$ cat src/hdl/ecal_pkg.sv
// Package for the seconds-to-calendar converter: shared types, constants and tables.
// Used by ecal_year and epoch_seconds_to_calendar; depends on nothing.
`default_nettype none

package ecal_pkg;

    localparam logic [31:0] DAY_DIV_INIT  = 32'd2831155200;  // 86400 shifted left by 15
    localparam logic [31:0] HOUR_DIV_INIT = 32'd57600;       // 3600 shifted left by 4
    localparam logic [31:0] MIN_DIV_INIT  = 32'd1920;        // 60 shifted left by 5
    localparam logic [31:0] WDAY_DIV_INIT = 32'd224;         // 7 shifted left by 5

    localparam logic [3:0] DAY_STEPS  = 4'd15;
    localparam logic [3:0] HOUR_STEPS = 4'd4;
    localparam logic [3:0] MIN_STEPS  = 4'd5;
    localparam logic [3:0] WDAY_STEPS = 4'd5;

    localparam logic [31:0] DAYS_PER_YEAR = 32'd365;
    localparam logic [31:0] DAYS_PER_LEAP = 32'd366;

    localparam logic [11:0] BASE_YEAR     = 12'd1970;
    localparam logic [11:0] CENTURY_BASE  = 12'd1900;
    localparam logic [11:0] LATE_BASE     = 12'd2000;
    localparam logic [11:0] LATE_CENTURY  = 12'd2100;
    localparam logic [1:0]  BASE_MOD4     = 2'd2;
    localparam logic [6:0]  BASE_MOD100   = 7'd70;
    localparam logic [8:0]  BASE_MOD400   = 9'd370;
    localparam logic [6:0]  LAST_MOD100   = 7'd99;
    localparam logic [8:0]  LAST_MOD400   = 9'd399;

    localparam logic [3:0] MONTH_FEB  = 4'd1;
    localparam logic [3:0] MONTH_MAR  = 4'd3;
    localparam logic [3:0] MONTH_LAST = 4'd11;

    typedef struct packed {
        logic load;
        logic inc;
    } t_year_ctl;

    function automatic logic [4:0] month_len(input logic [3:0] m, input logic leap);
        logic [4:0] len;
        unique case (m)
            4'd0, 4'd2, 4'd4, 4'd6, 4'd7, 4'd9, 4'd11: len = 5'd31;
            4'd3, 4'd5, 4'd8, 4'd10:                    len = 5'd30;
            MONTH_FEB:                                  len = leap ? 5'd29 : 5'd28;
            default:                                    len = 5'd31;
        endcase
        return len;
    endfunction

    function automatic logic [2:0] week_offset(input logic [3:0] m);
        logic [2:0] off;
        unique case (m)
            4'd0:    off = 3'd0;
            4'd1:    off = 3'd3;
            4'd2:    off = 3'd3;
            4'd3:    off = 3'd6;
            4'd4:    off = 3'd1;
            4'd5:    off = 3'd4;
            4'd6:    off = 3'd6;
            4'd7:    off = 3'd2;
            4'd8:    off = 3'd5;
            4'd9:    off = 3'd0;
            4'd10:   off = 3'd3;
            4'd11:   off = 3'd5;
            default: off = 3'd0;
        endcase
        return off;
    endfunction

endpackage

`default_nettype wire

$ cat src/hdl/ecal_sub.sv
// Shared 32-bit compare-and-subtract unit used by every division and walk step.
// Purely combinational; no package dependencies.
`default_nettype none

module ecal_sub (
    input  wire logic [31:0] i_a,
    input  wire logic [31:0] i_b,
    output logic             o_ge,
    output logic [31:0]      o_diff
);

    logic [32:0] w_res;

    assign w_res  = {1'b0, i_a} - {1'b0, i_b};
    assign o_ge   = ~w_res[32];
    assign o_diff = w_res[31:0];

endmodule

`default_nettype wire

$ cat src/hdl/ecal_year.sv
// Year counter for the year walk, with running residues modulo 4, 100 and 400.
// Produces the Gregorian leap flag without any division; uses ecal_pkg.
`default_nettype none

module ecal_year
    import ecal_pkg::*;
(
    input  wire logic        i_clk,
    input  wire t_year_ctl   i_ctl,
    output logic [11:0]      o_year,
    output logic             o_leap
);

    logic [11:0] r_year;
    logic [1:0]  r_m4;
    logic [6:0]  r_m100;
    logic [8:0]  r_m400;

    always_ff @(posedge i_clk) begin
        if (i_ctl.load) begin
            r_year <= BASE_YEAR;
            r_m4   <= BASE_MOD4;
            r_m100 <= BASE_MOD100;
            r_m400 <= BASE_MOD400;
        end else if (i_ctl.inc) begin
            r_year <= r_year + 12'd1;
            r_m4   <= r_m4 + 2'd1;
            r_m100 <= (r_m100 == LAST_MOD100) ? 7'd0 : r_m100 + 7'd1;
            r_m400 <= (r_m400 == LAST_MOD400) ? 9'd0 : r_m400 + 9'd1;
        end
    end

    assign o_year = r_year;
    assign o_leap = (r_m4 == 2'd0) && ((r_m100 != 7'd0) || (r_m400 == 9'd0));

endmodule

`default_nettype wire

$ cat src/hdl/epoch_seconds_to_calendar.sv
// Top level of the seconds-to-calendar converter: sequencer, cache and output register.
// Depends on ecal_pkg, ecal_sub and ecal_year.
//
//   Channel | Handshake                 | Payload
//   --------+---------------------------+--------------------------------------------
//   input   | i_in_valid / o_in_ready   | i_seconds_count
//   output  | o_out_valid / i_out_ready | o_year o_month o_day_of_month o_hour
//           |                           | o_minute o_second o_weekday
//
// A beat whose day matches the cached date skips the year and month walks; otherwise the
// date is recomputed by walking years from 1970 and then months of the found year.
// All steps run through the single compare-and-subtract unit.
// Reset clears the sequencer, the cache and the output valid flag.
// A stalled output beat holds the block in its final state until it is taken.
`default_nettype none

module epoch_seconds_to_calendar
    import ecal_pkg::*;
(
    input  wire logic        i_clk,
    input  wire logic        i_rst_n,
    input  wire logic        i_in_valid,
    output logic             o_in_ready,
    input  wire logic [31:0] i_seconds_count,
    output logic             o_out_valid,
    input  wire logic        i_out_ready,
    output logic [11:0]      o_year,
    output logic [3:0]       o_month,
    output logic [4:0]       o_day_of_month,
    output logic [4:0]       o_hour,
    output logic [5:0]       o_minute,
    output logic [5:0]       o_second,
    output logic [2:0]       o_weekday
);

    typedef enum logic [8:0] {
        S_IDLE  = 9'b000000001,
        S_DDIV  = 9'b000000010,
        S_HDIV  = 9'b000000100,
        S_MDIV  = 9'b000001000,
        S_YEAR  = 9'b000010000,
        S_MONTH = 9'b000100000,
        S_WSET  = 9'b001000000,
        S_WDAY  = 9'b010000000,
        S_DONE  = 9'b100000000
    } t_state;

    t_state      r_state, n_state;
    logic [31:0] r_rem, n_rem;
    logic [31:0] r_div, n_div;
    logic [15:0] r_quo, n_quo;
    logic [3:0]  r_cnt, n_cnt;
    logic [15:0] r_days, n_days;
    logic [4:0]  r_hour, n_hour;
    logic [5:0]  r_min, n_min;
    logic [5:0]  r_sec, n_sec;
    logic [3:0]  r_mon, n_mon;

    logic        r_cache_valid, n_cache_valid;
    logic [15:0] r_cday, n_cday;
    logic [11:0] r_cyear, n_cyear;
    logic [3:0]  r_cmon, n_cmon;
    logic [4:0]  r_cdate, n_cdate;

    logic        r_out_valid, n_out_valid;
    logic        n_load_out;

    logic [31:0] w_sub_b;
    logic        w_ge;
    logic [31:0] w_diff;
    logic [31:0] w_step_rem;
    logic [15:0] w_step_quo;
    t_year_ctl   w_yr_ctl;
    logic [11:0] w_yr;
    logic        w_leap;
    logic [7:0]  w_lo;
    logic        w_adj;
    logic [9:0]  w_wsum;

    ecal_sub u_sub (
        .i_a    (r_rem),
        .i_b    (w_sub_b),
        .o_ge   (w_ge),
        .o_diff (w_diff)
    );

    ecal_year u_year (
        .i_clk  (i_clk),
        .i_ctl  (w_yr_ctl),
        .o_year (w_yr),
        .o_leap (w_leap)
    );

    always_comb begin
        unique case (r_state)
            S_YEAR:  w_sub_b = w_leap ? DAYS_PER_LEAP : DAYS_PER_YEAR;
            S_MONTH: w_sub_b = {27'd0, month_len(r_mon, w_leap)};
            default: w_sub_b = r_div;
        endcase
    end

    assign w_step_rem = w_ge ? w_diff : r_rem;
    assign w_step_quo = {r_quo[14:0], w_ge};

    assign w_lo   = (r_cyear >= LATE_CENTURY) ? 8'(r_cyear - LATE_BASE)
                                              : 8'(r_cyear - CENTURY_BASE);
    assign w_adj  = (r_cyear[1:0] == 2'd0) && (r_cmon < MONTH_MAR);
    assign w_wsum = {2'd0, w_lo} + {4'd0, w_lo[7:2]} + {5'd0, r_cdate}
                  + {7'd0, week_offset(r_cmon - 4'd1)} - {9'd0, w_adj};

    always_comb begin
        n_state       = r_state;
        n_rem         = r_rem;
        n_div         = r_div;
        n_quo         = r_quo;
        n_cnt         = r_cnt;
        n_days        = r_days;
        n_hour        = r_hour;
        n_min         = r_min;
        n_sec         = r_sec;
        n_mon         = r_mon;
        n_cache_valid = r_cache_valid;
        n_cday        = r_cday;
        n_cyear       = r_cyear;
        n_cmon        = r_cmon;
        n_cdate       = r_cdate;
        n_load_out    = 1'b0;
        n_out_valid   = r_out_valid & ~i_out_ready;
        w_yr_ctl      = '0;

        unique case (r_state)
            S_IDLE: begin
                if (i_in_valid) begin
                    n_rem   = i_seconds_count;
                    n_div   = DAY_DIV_INIT;
                    n_cnt   = DAY_STEPS;
                    n_state = S_DDIV;
                end
            end
            S_DDIV: begin
                n_rem = w_step_rem;
                n_quo = w_step_quo;
                n_div = r_div >> 1;
                n_cnt = r_cnt - 4'd1;
                if (r_cnt == 4'd0) begin
                    n_days  = w_step_quo;
                    n_div   = HOUR_DIV_INIT;
                    n_cnt   = HOUR_STEPS;
                    n_state = S_HDIV;
                end
            end
            S_HDIV: begin
                n_rem = w_step_rem;
                n_quo = w_step_quo;
                n_div = r_div >> 1;
                n_cnt = r_cnt - 4'd1;
                if (r_cnt == 4'd0) begin
                    n_hour  = w_step_quo[4:0];
                    n_div   = MIN_DIV_INIT;
                    n_cnt   = MIN_STEPS;
                    n_state = S_MDIV;
                end
            end
            S_MDIV: begin
                n_rem = w_step_rem;
                n_quo = w_step_quo;
                n_div = r_div >> 1;
                n_cnt = r_cnt - 4'd1;
                if (r_cnt == 4'd0) begin
                    n_min = w_step_quo[5:0];
                    n_sec = w_step_rem[5:0];
                    if (!r_cache_valid || (r_cday != r_days)) begin
                        n_rem         = {16'd0, r_days};
                        w_yr_ctl.load = 1'b1;
                        n_state       = S_YEAR;
                    end else begin
                        n_state = S_WSET;
                    end
                end
            end
            S_YEAR: begin
                if (w_ge) begin
                    n_rem        = w_diff;
                    w_yr_ctl.inc = 1'b1;
                end else begin
                    n_mon   = 4'd0;
                    n_state = S_MONTH;
                end
            end
            S_MONTH: begin
                if (w_ge && (r_mon != MONTH_LAST)) begin
                    n_rem = w_diff;
                    n_mon = r_mon + 4'd1;
                end else begin
                    n_cache_valid = 1'b1;
                    n_cday        = r_days;
                    n_cyear       = w_yr;
                    n_cmon        = r_mon + 4'd1;
                    n_cdate       = r_rem[4:0] + 5'd1;
                    n_state       = S_WSET;
                end
            end
            S_WSET: begin
                n_rem   = {22'd0, w_wsum};
                n_div   = WDAY_DIV_INIT;
                n_cnt   = WDAY_STEPS;
                n_state = S_WDAY;
            end
            S_WDAY: begin
                n_rem = w_step_rem;
                n_div = r_div >> 1;
                n_cnt = r_cnt - 4'd1;
                if (r_cnt == 4'd0) begin
                    n_state = S_DONE;
                end
            end
            S_DONE: begin
                if (!r_out_valid || i_out_ready) begin
                    n_load_out  = 1'b1;
                    n_out_valid = 1'b1;
                    n_state     = S_IDLE;
                end
            end
            default: begin
                n_state = S_IDLE;
            end
        endcase
    end

    always_ff @(posedge i_clk) begin
        if (!i_rst_n) begin
            r_state       <= S_IDLE;
            r_out_valid   <= 1'b0;
            r_cache_valid <= 1'b0;
            r_cday        <= '0;
            r_cyear       <= '0;
            r_cmon        <= '0;
            r_cdate       <= '0;
        end else begin
            r_state       <= n_state;
            r_out_valid   <= n_out_valid;
            r_cache_valid <= n_cache_valid;
            r_cday        <= n_cday;
            r_cyear       <= n_cyear;
            r_cmon        <= n_cmon;
            r_cdate       <= n_cdate;
        end
    end

    always_ff @(posedge i_clk) begin
        r_rem  <= n_rem;
        r_div  <= n_div;
        r_quo  <= n_quo;
        r_cnt  <= n_cnt;
        r_days <= n_days;
        r_hour <= n_hour;
        r_min  <= n_min;
        r_sec  <= n_sec;
        r_mon  <= n_mon;
    end

    always_ff @(posedge i_clk) begin
        if (n_load_out) begin
            o_year         <= r_cyear;
            o_month        <= r_cmon;
            o_day_of_month <= r_cdate;
            o_hour         <= r_hour;
            o_minute       <= r_min;
            o_second       <= r_sec;
            o_weekday      <= r_rem[2:0];
        end
    end

    assign o_in_ready  = (r_state == S_IDLE);
    assign o_out_valid = r_out_valid;

`ifndef SYNTH
    a_wday_cache_ready : assert property (@(posedge i_clk) disable iff (!i_rst_n)
        (r_state == S_WSET) |-> r_cache_valid)
        else $error("Weekday setup started without a valid cached date.");

    a_year_bound : assert property (@(posedge i_clk) disable iff (!i_rst_n)
        (r_state == S_YEAR) |-> (w_yr <= 12'd2106))
        else $error("Year walk ran past the largest representable year.");

    a_out_date_range : assert property (@(posedge i_clk) disable iff (!i_rst_n)
        o_out_valid |-> (o_month >= 4'd1) && (o_month <= 4'd12) && (o_day_of_month >= 5'd1))
        else $error("Output beat carries an impossible month or day.");

    a_out_time_range : assert property (@(posedge i_clk) disable iff (!i_rst_n)
        o_out_valid |-> (o_hour <= 5'd23) && (o_minute <= 6'd59) && (o_second <= 6'd59)
            && (o_weekday <= 3'd6))
        else $error("Output beat carries an impossible time or weekday.");
`endif

endmodule

`default_nettype wire

$ cat config.mk
export PLATFORM = sky130hd
export DESIGN_NAME = epoch_seconds_to_calendar
export DESIGN_NICKNAME = d
export VERILOG_FILES = /design/src/hdl/ecal_pkg.sv /design/src/hdl/ecal_sub.sv /design/src/hdl/ecal_year.sv /design/src/hdl/epoch_seconds_to_calendar.sv
export SDC_FILE = /design/constraint.sdc
export NUM_CORES = 1
export LEC_CHECK = 0
export BUFFER_PORTS_ARGS = -buffer_cell sky130_fd_sc_hd__buf_2
export CAP_MARGIN = 20
export CORE_ASPECT_RATIO = 0.8
export CORE_MARGIN = 3
export CORE_UTILIZATION = 35
export DETAILED_ROUTE_END_ITERATION = 16
export GPL_ROUTABILITY_DRIVEN = 1
export SKIP_LAST_GASP = 1
export SYNTH_ARGS = -nofsm -noshare
export SYNTH_HDL_FRONTEND = slang
export SYNTH_SLANG_ARGS = --single-unit
export TNS_END_PERCENT = 5
$ cat constraint.sdc
create_clock -name i_clk -period 11 [get_ports i_clk]
set_clock_uncertainty 0.05 [all_clocks]
set_input_delay 3.3 -clock i_clk [delete_from_list [all_inputs] [get_ports i_clk]]
set_output_delay 3.3 -clock i_clk [all_outputs]
set_load 0.02 [all_outputs]
Word level (Yosys, flattened, before mapping)
Memory sizes are Yosys's and may differ from the RTL's.
Cells that the tools add are included.
{"block": "word_totals", "inputBits": 36, "mem_bits_ro": 48, "latchBits": 0, "ram_bits": 0, "wordCells": 147, "mem_count": 1, "out_inout_bits": 43, "reg_bits": 239}
{"block": "op_classes", "n_mux": 43, "reduce_logical": 28, "eq_ne": 27, "n_addsub": 15, "mul": 0, "n_div": 0, "n_bitwise": 4, "shifts": 0, "n_lt_le_gt_ge": 2}
{"name": "(name not given)", "depth": 16, "word_bits": 3, "rd": 1, "rd_clocked_by_memory_dff": 0, "wr": 0, "line_no": "ecal_pkg.sv:52", "rtl": "unique case (m)"}
{"op": "one-hot mux 32 bit (5 select lines)", "n": 2}
{"op": "2-to-1 mux 32 bit", "n": 6}
{"op": "2-to-1 mux 9 bit", "n": 9}
{"op": "one-hot mux 9 bit (9 select lines)", "n": 1}
{"op": "one-hot mux 32 bit (2 select lines)", "n": 1}
{"op": "2-to-1 mux 31 bit", "n": 2}
{"op": "subtractor 32 x 32 -> 33 bit", "n": 1}
{"op": "2-to-1 mux 4 bit", "n": 5}
{"op": "one-hot mux 4 bit (5 select lines)", "n": 1}
{"op": "== test 9 bit, second input constant", "n": 2}
{"op": "inequality test 16 bit", "n": 1}
{"op": "inequality test 2 bit, second input constant", "n": 8}
{"op": "2-to-1 mux 7 bit", "n": 2}
{"op": "adder 12 x 1 -> 12 bit, second input constant", "n": 1}
{"op": "greater-or-equal comparator 12 bit, second input constant", "n": 1}
{"op": "adder 10 x 3 -> 10 bit", "n": 1}
{"op": "adder 9 x 5 -> 10 bit", "n": 1}
{"op": "2-to-1 mux 1 bit", "n": 10}
{"op": "AND reduction 2 bit", "n": 5}
{"op": "nonzero test 5 bit", "n": 2}
{"op": "subtractor 10 x 1 -> 10 bit", "n": 1}
{"op": "adder 8 x 6 -> 9 bit", "n": 1}
{"op": "adder 9 x 1 -> 9 bit, second input constant", "n": 1}
{"op": "== test 9 x 1 -> 1 bit, second input constant", "n": 1}
{"op": "41 further kinds", "n": 53}

Longest topological paths before layout
{"block": "depth", "word_depth": 11, "ltp_mapped": 21, "mapped_depth_nobuf": 21}

Hierarchy
From an unflattened synthesis, not the netlist that was laid out.
{"block": "unflattened", "hier_cells": 1298, "area_unflattened_um2": 13555.5}
{"module": "epoch_seconds_to_calendar", "area_per_inst_um2": 10262.3, "cells_per_inst": 860, "instances": 1, "seq_area_each_um2": 5795.6}
{"module": "ecal_sub", "area_per_inst_um2": 1856.8, "cells_per_inst": 274, "instances": 1, "seq_area_each_um2": 0.0}
{"module": "ecal_year", "area_per_inst_um2": 1436.4, "cells_per_inst": 164, "instances": 1, "seq_area_each_um2": 600.6}

Least setup slack after synthesis
OpenSTA, ideal clock, no wires.
{"block": "synth_timing", "path_type": "reg2reg", "start": "register r_state[2]", "end": "register r_rem[0] (enable)", "n_path_buf": 1, "synth_period_minus_slack_ps": 6193, "t_required_ps": 10489, "arrival_time_ps": 5682, "setup_slack_ps": 4807, "setup_time_ps": 461, "stages_incl_launch_ff": 20, "cell_sequence": "dfxtp_1 nor3_1 nand2_1 nor2_1 and2_1 clkbuf_1 nand2_1 o211ai_1 o21ai_0 ha_1 inv_1 fa_1 a211oi_1 o21ai_2 o21ai_1 o21ai_2 a21oi_2 a21boi_1 nor2_1 nor3_1"}
{"block": "synth_via", "elab_chain_len": 7, "elab_cells_between_ends": 17, "classes_between": "1 x add/sub; 10 x eq/ne; 1 x mux; 1 x bitwise; 4 x reduce/logical"}
{"element": "start, declared", "line_no": "epoch_seconds_to_calendar.sv:48", "rtl": "t_state r_state, n_state;"}
{"element": "start signal, assigned", "line_no": "epoch_seconds_to_calendar.sv:240", "rtl": "r_state <= n_state;"}
{"element": "== test 9 x 6 -> 1 bit or == test 9 x 5 -> 1 bit (tied branches)", "line_no": "epoch_seconds_to_calendar.sv:95, epoch_seconds_to_calendar.sv:131"}
{"element": "one-hot mux 32 bit (2 select lines)", "line_no": "epoch_seconds_to_calendar.sv:95", "rtl": "unique case (r_state)"}
{"element": "subtractor 32 x 32 -> 33 bit", "line_no": "ecal_sub.sv:14", "rtl": "assign w_res = {1'b0, i_a} - {1'b0, i_b};"}
{"element": "NOT 1 bit", "line_no": "ecal_sub.sv:15", "rtl": "assign o_ge = ~w_res[32];"}
{"element": "logical AND 1 bit", "line_no": "epoch_seconds_to_calendar.sv:191", "rtl": "if (w_ge && (r_mon != MONTH_LAST)) begin"}
{"element": "inequality test 2 bit (no line)"}
{"element": "AND reduction 3 bit (no line) (*)"}
{"element": "end signal, assigned", "line_no": "epoch_seconds_to_calendar.sv:251", "rtl": "r_rem <= n_rem;"}
{"element": "end, declared", "line_no": "epoch_seconds_to_calendar.sv:49", "rtl": "logic [31:0] r_rem, n_rem;"}
Every way passes the cells marked *; elsewhere a longest branch is shown, timed or not.
A chain may end at the register's enable or synchronous reset.

Worst setup path in the final report
{"block": "layout_timing", "start": "register r_state[2]", "end": "register r_rem[30] (enable)"}
Same word-level chain as after synthesis.

==> metrics.log <==
INFO  metric setup_violations = 0
INFO  metric p_int = 2.35 mW
INFO  metric design.final.nets = 1,488
INFO  metric drc_errors = 0
INFO  metric critical_path.n_buffers_inverters = 4
INFO  metric initial_core_util = 36.1%
INFO  metric grt_overflow = 0
INFO  metric avgRoutedWirePerCell = 18.3 um
INFO  metric antenna_found_initial = 0
INFO  metric drt-vias-per-instance = 5.45
INFO  metric yosysWarningCount = 0
INFO  metric p_per_area = 258 nW/um2
INFO  metric crit_type = flip-flop to flip-flop
INFO  metric post_synth_and_or_nand_nor_area_fraction = 14.2%
INFO  metric timing.critical_path.max_delay_family = simple AND/OR/NAND/NOR gates
INFO  metric hold_viol = 0
INFO  metric netSwitchingPower = 1.53 mW
INFO  metric clk_transition_reported_paths = 60 ps
INFO  metric crit_path_max_incr_delay = 630 ps
INFO  metric grt_use_total = 16.6%
INFO  metric cts_made_buffers = 27
INFO  metric timing.max_slew.rel_slack = 28.5%
INFO  metric synth_seq_cells = 239
INFO  metric totalPowerFinal = 3.88 mW
INFO  metric yosysTopAreaCellShare = 36.8%
INFO  metric finalWeightedCongestion = 0.892
INFO  metric rsz_0062_raised_after_global_routing = no
INFO  metric cts_htree_levels = 1
INFO  metric timing.critical_path.mode_cell = sky130_fd_sc_hd__buf_4
INFO  metric detailedPlace.worstSlack = 4980 ps
INFO  metric post_route_cells_drive_above_1_share = 13.0%
INFO  metric hold_class = flip-flop to flip-flop
INFO  metric finalCritPeriodShare = 56.1%
INFO  metric dpl.cell_count = 1,812
INFO  metric row_count = 62
INFO  metric achievable_clock_frequency = 0.162 GHz
INFO  metric endpoint_kind = flip-flop
INFO  metric postRouteWirelength = 34,000 um
INFO  metric post_synth_xor_area_fraction = 4.99%
INFO  metric post_synth_main_area_contributors = sky130_fd_sc_hd__edfxtp_1, sky130_fd_sc_hd__dfxtp_1, sky130_fd_sc_hd__ha_1
INFO  metric antenna_cells_inserted = 0
INFO  metric placement.io_buffers = 78
INFO  metric synthToLayoutAreaGrowth = 14.3%
INFO  metric cts_tree = yes
INFO  metric die_h = 179 um
INFO  metric r2r_slack = 4830 ps
INFO  metric worst_skew_pair.late_latency = 540 ps
INFO  metric synth_edf_count = 161
INFO  metric mean_instance_size_in_the_synthesized_netlist = 10.1 um2
INFO  metric holdBufCountCts = 0
INFO  metric cts_resized = 0
INFO  metric ys_async_sr_fraction = 0%
INFO  metric power.static_leakage = 5.61 nW
INFO  metric sequential_area_share_after_synthesis = 48.6%
INFO  metric finalCoreUtilization = 41.2%
INFO  metric power.share.clock = 25.3%
INFO  metric floorplan.io_pins = 79
INFO  metric timing.critical_path.required = 11,140 ps
INFO  metric cts_post_setup_buffers_inserted = 0
INFO  metric timing.critical_path.fanout_max = 33
INFO  metric mux_share_of_post_synthesis_cell_area = 0.609%
INFO  metric arrival = 6310 ps
INFO  metric netSwitchingFraction = 39.3%
INFO  metric cts_num_sinks = 239
INFO  metric layout_min_cycle_time = 6170 ps
INFO  metric hpwl = 24,500 um
INFO  metric crit_path_start_kind = flip-flop
INFO  metric drt.antenna.violating_nets = 0
INFO  metric synthDistinctLibCells = 81
INFO  metric outcome = completed
INFO  metric combinational_family_with_the_most_area_after_synthesis = compound AO/OA/AOI/OAI gates
INFO  metric setup_tns = 0 ps
INFO  metric synth.largest_area_cell = sky130_fd_sc_hd__edfxtp_1
INFO  metric critPathSlowestCell = sky130_fd_sc_hd__nor3_2
INFO  metric cts.path.max_buffers = 3
INFO  metric largest_voltage_drop_on_the_vdd_net = 0.000178 V
INFO  metric detailroute.via_count = 10,156
INFO  metric dr.first_iter.drc_count = 864
INFO  metric synth-compound-area-share = 18.4%
INFO  metric clock-root-buffer = sky130_fd_sc_hd__clkbuf_16
INFO  metric seq_power_share = 33.1%
INFO  metric post_synth_instance_area = 13,200 um2
INFO  metric timing.critical_path.cells = nor3_1, nand2_1, nor2_1, nand2_1, o211ai_1, o21ai_0, ha_1, inv_1, fa_1, a211oi_1, o21ai_2, o21ai_1, o21ai_2, a21oi_2, buf_4, a21boi_2, buf_4, nor2_1, nor3_2, buf_4
INFO  metric drt_first_pass_iters = 6
INFO  metric grt_pass1_wl = 53,500 um
INFO  metric yosys_most_used_dff = sky130_fd_sc_hd__edfxtp_1
INFO  metric max_transition_viols_final = 0
INFO  metric synth_nets = 1,427
INFO  metric max-cap-violations = 0
INFO  metric grt_pass1_vias = 9,607
INFO  metric grt_max_degree = 46
INFO  metric synthAdderAreaFrac = 9.08%
INFO  metric die_w = 223 um
INFO  metric worstMarginPinSlew = 1070 ps
INFO  metric floorplan.die_area = 40,000 um2
INFO  metric std_cell_core_area = 36,500 um2
INFO  metric layout_cells_excl_fill = 1,862
INFO  metric comb_power_share = 41.6%
INFO  metric post_synth_inst_count = 1,301
INFO  metric postLayoutSetupSlackWorst = 4830 ps
-- power by group through the flow --
stage	clock network [mW]	registers (mW)	logic, mW
after detailed placement	0	1.30	1.59
after floorplan	0	1.26	1.21
final	0.982	1.28	1.62
after global placement	0	1.30	1.59
after CTS	1.00	1.28	1.60
after global routing	1.04	1.30	1.79
-- layout make-up --
class,count,area (um2)
fill,3574,21400
tap,480,601
timing repair buffer,95,543
sequential,239,6400
clock inverter,16,225
inverter,69,259
clock buffer,33,749
multi-input combinational,930,6260
-- worst reg2reg max path, delay by kind of cell (launching register included) --
kind | cells | cell delay (ps)
buf+inv | 4 | 1070
compound gates | 8 | 1400
simple gates | 6 | 2460
flops | 1 | 340
fa+ha+maj | 2 | 470
-- path summary, 6_finish.rpt --
check,endpoint,cells past startpoint,from
setup / recovery,r_rem[30],20,r_state[2]
hold / removal,o_second[4],0,r_sec[4]
setup reg to reg,r_rem[30],20,r_state[2]
hold reg to reg,o_second[4],0,r_sec[4]
-- logic make-up (layout without fill, tap and decap cells) --
group | count (synthesis) | count (layout)
buffers and inverters | 132 | 213
muxes | 8 | 8
and+or+nand+nor | 381 | 381
AOI/OAI and AO/OA | 376 | 376
xor gates and xnor gates | 75 | 75
adders and majority gates | 90 | 90
DFF | 239 | 239
-- synth_stat cells, types with 19 or more instances --
cell and count:
sky130_fd_sc_hd__edfxtp_1 161, sky130_fd_sc_hd__nand2_1 118, sky130_fd_sc_hd__a21oi_1 117, sky130_fd_sc_hd__nor2_1 82, sky130_fd_sc_hd__ha_1 81, sky130_fd_sc_hd__dfxtp_1 78
sky130_fd_sc_hd__o21ai_0 77, sky130_fd_sc_hd__inv_1 65, sky130_fd_sc_hd__nand3_1 54, sky130_fd_sc_hd__xnor2_1 50, sky130_fd_sc_hd__clkbuf_1 42, sky130_fd_sc_hd__xor2_1 25
sky130_fd_sc_hd__and2_1 23, sky130_fd_sc_hd__o21ai_1 22, sky130_fd_sc_hd__nor3_1 20, sky130_fd_sc_hd__o211ai_1 20, sky130_fd_sc_hd__a22oi_1 19
-- per-layer routing --
layer	GRT usage (%)	wire length, um	vias up
met5	0	0	-
met4	4.50	839	0
met3	2.92	2010	60
met2	25.1	14800	278
met1	24.6	16400	4879
li1	-	-	4939
-- per-stage QoR --
stage,hold slack (ps),instance area [um2]
finish,366,15000
global route,373,15000
CTS,367,15000
detailed placement,355,14000
global placement,350,14000
floorplan,350,13200
-- registers in the layout, summed over array words and instances, names as in the netlist, 12 cells and up --
register,count
r_days,16
r_div,32
r_rem,32
r_quo,15
u_year.o_year,12
r_cday,16
o_year,12
r_cyear,12
-- placed cells by master (no fill, tap or decap), drive strengths merged, types with 33 or more instances in the layout --
| master | synthesis | layout |
|---|---|---|
| o21ai | 102 | 102 |
| edfxtp | 161 | 161 |
| clkbuf | 42 | 33 |
| nor2 | 83 | 83 |
| dfxtp | 78 | 78 |
| a21oi | 118 | 118 |
| inv | 69 | 74 |
| nand2 | 118 | 118 |
| nand3 | 54 | 54 |
| xnor2 | 50 | 50 |
| buf | 21 | 95 |
| ha | 81 | 81 |
No activity file was read; power rests on OpenSTA's default activity.
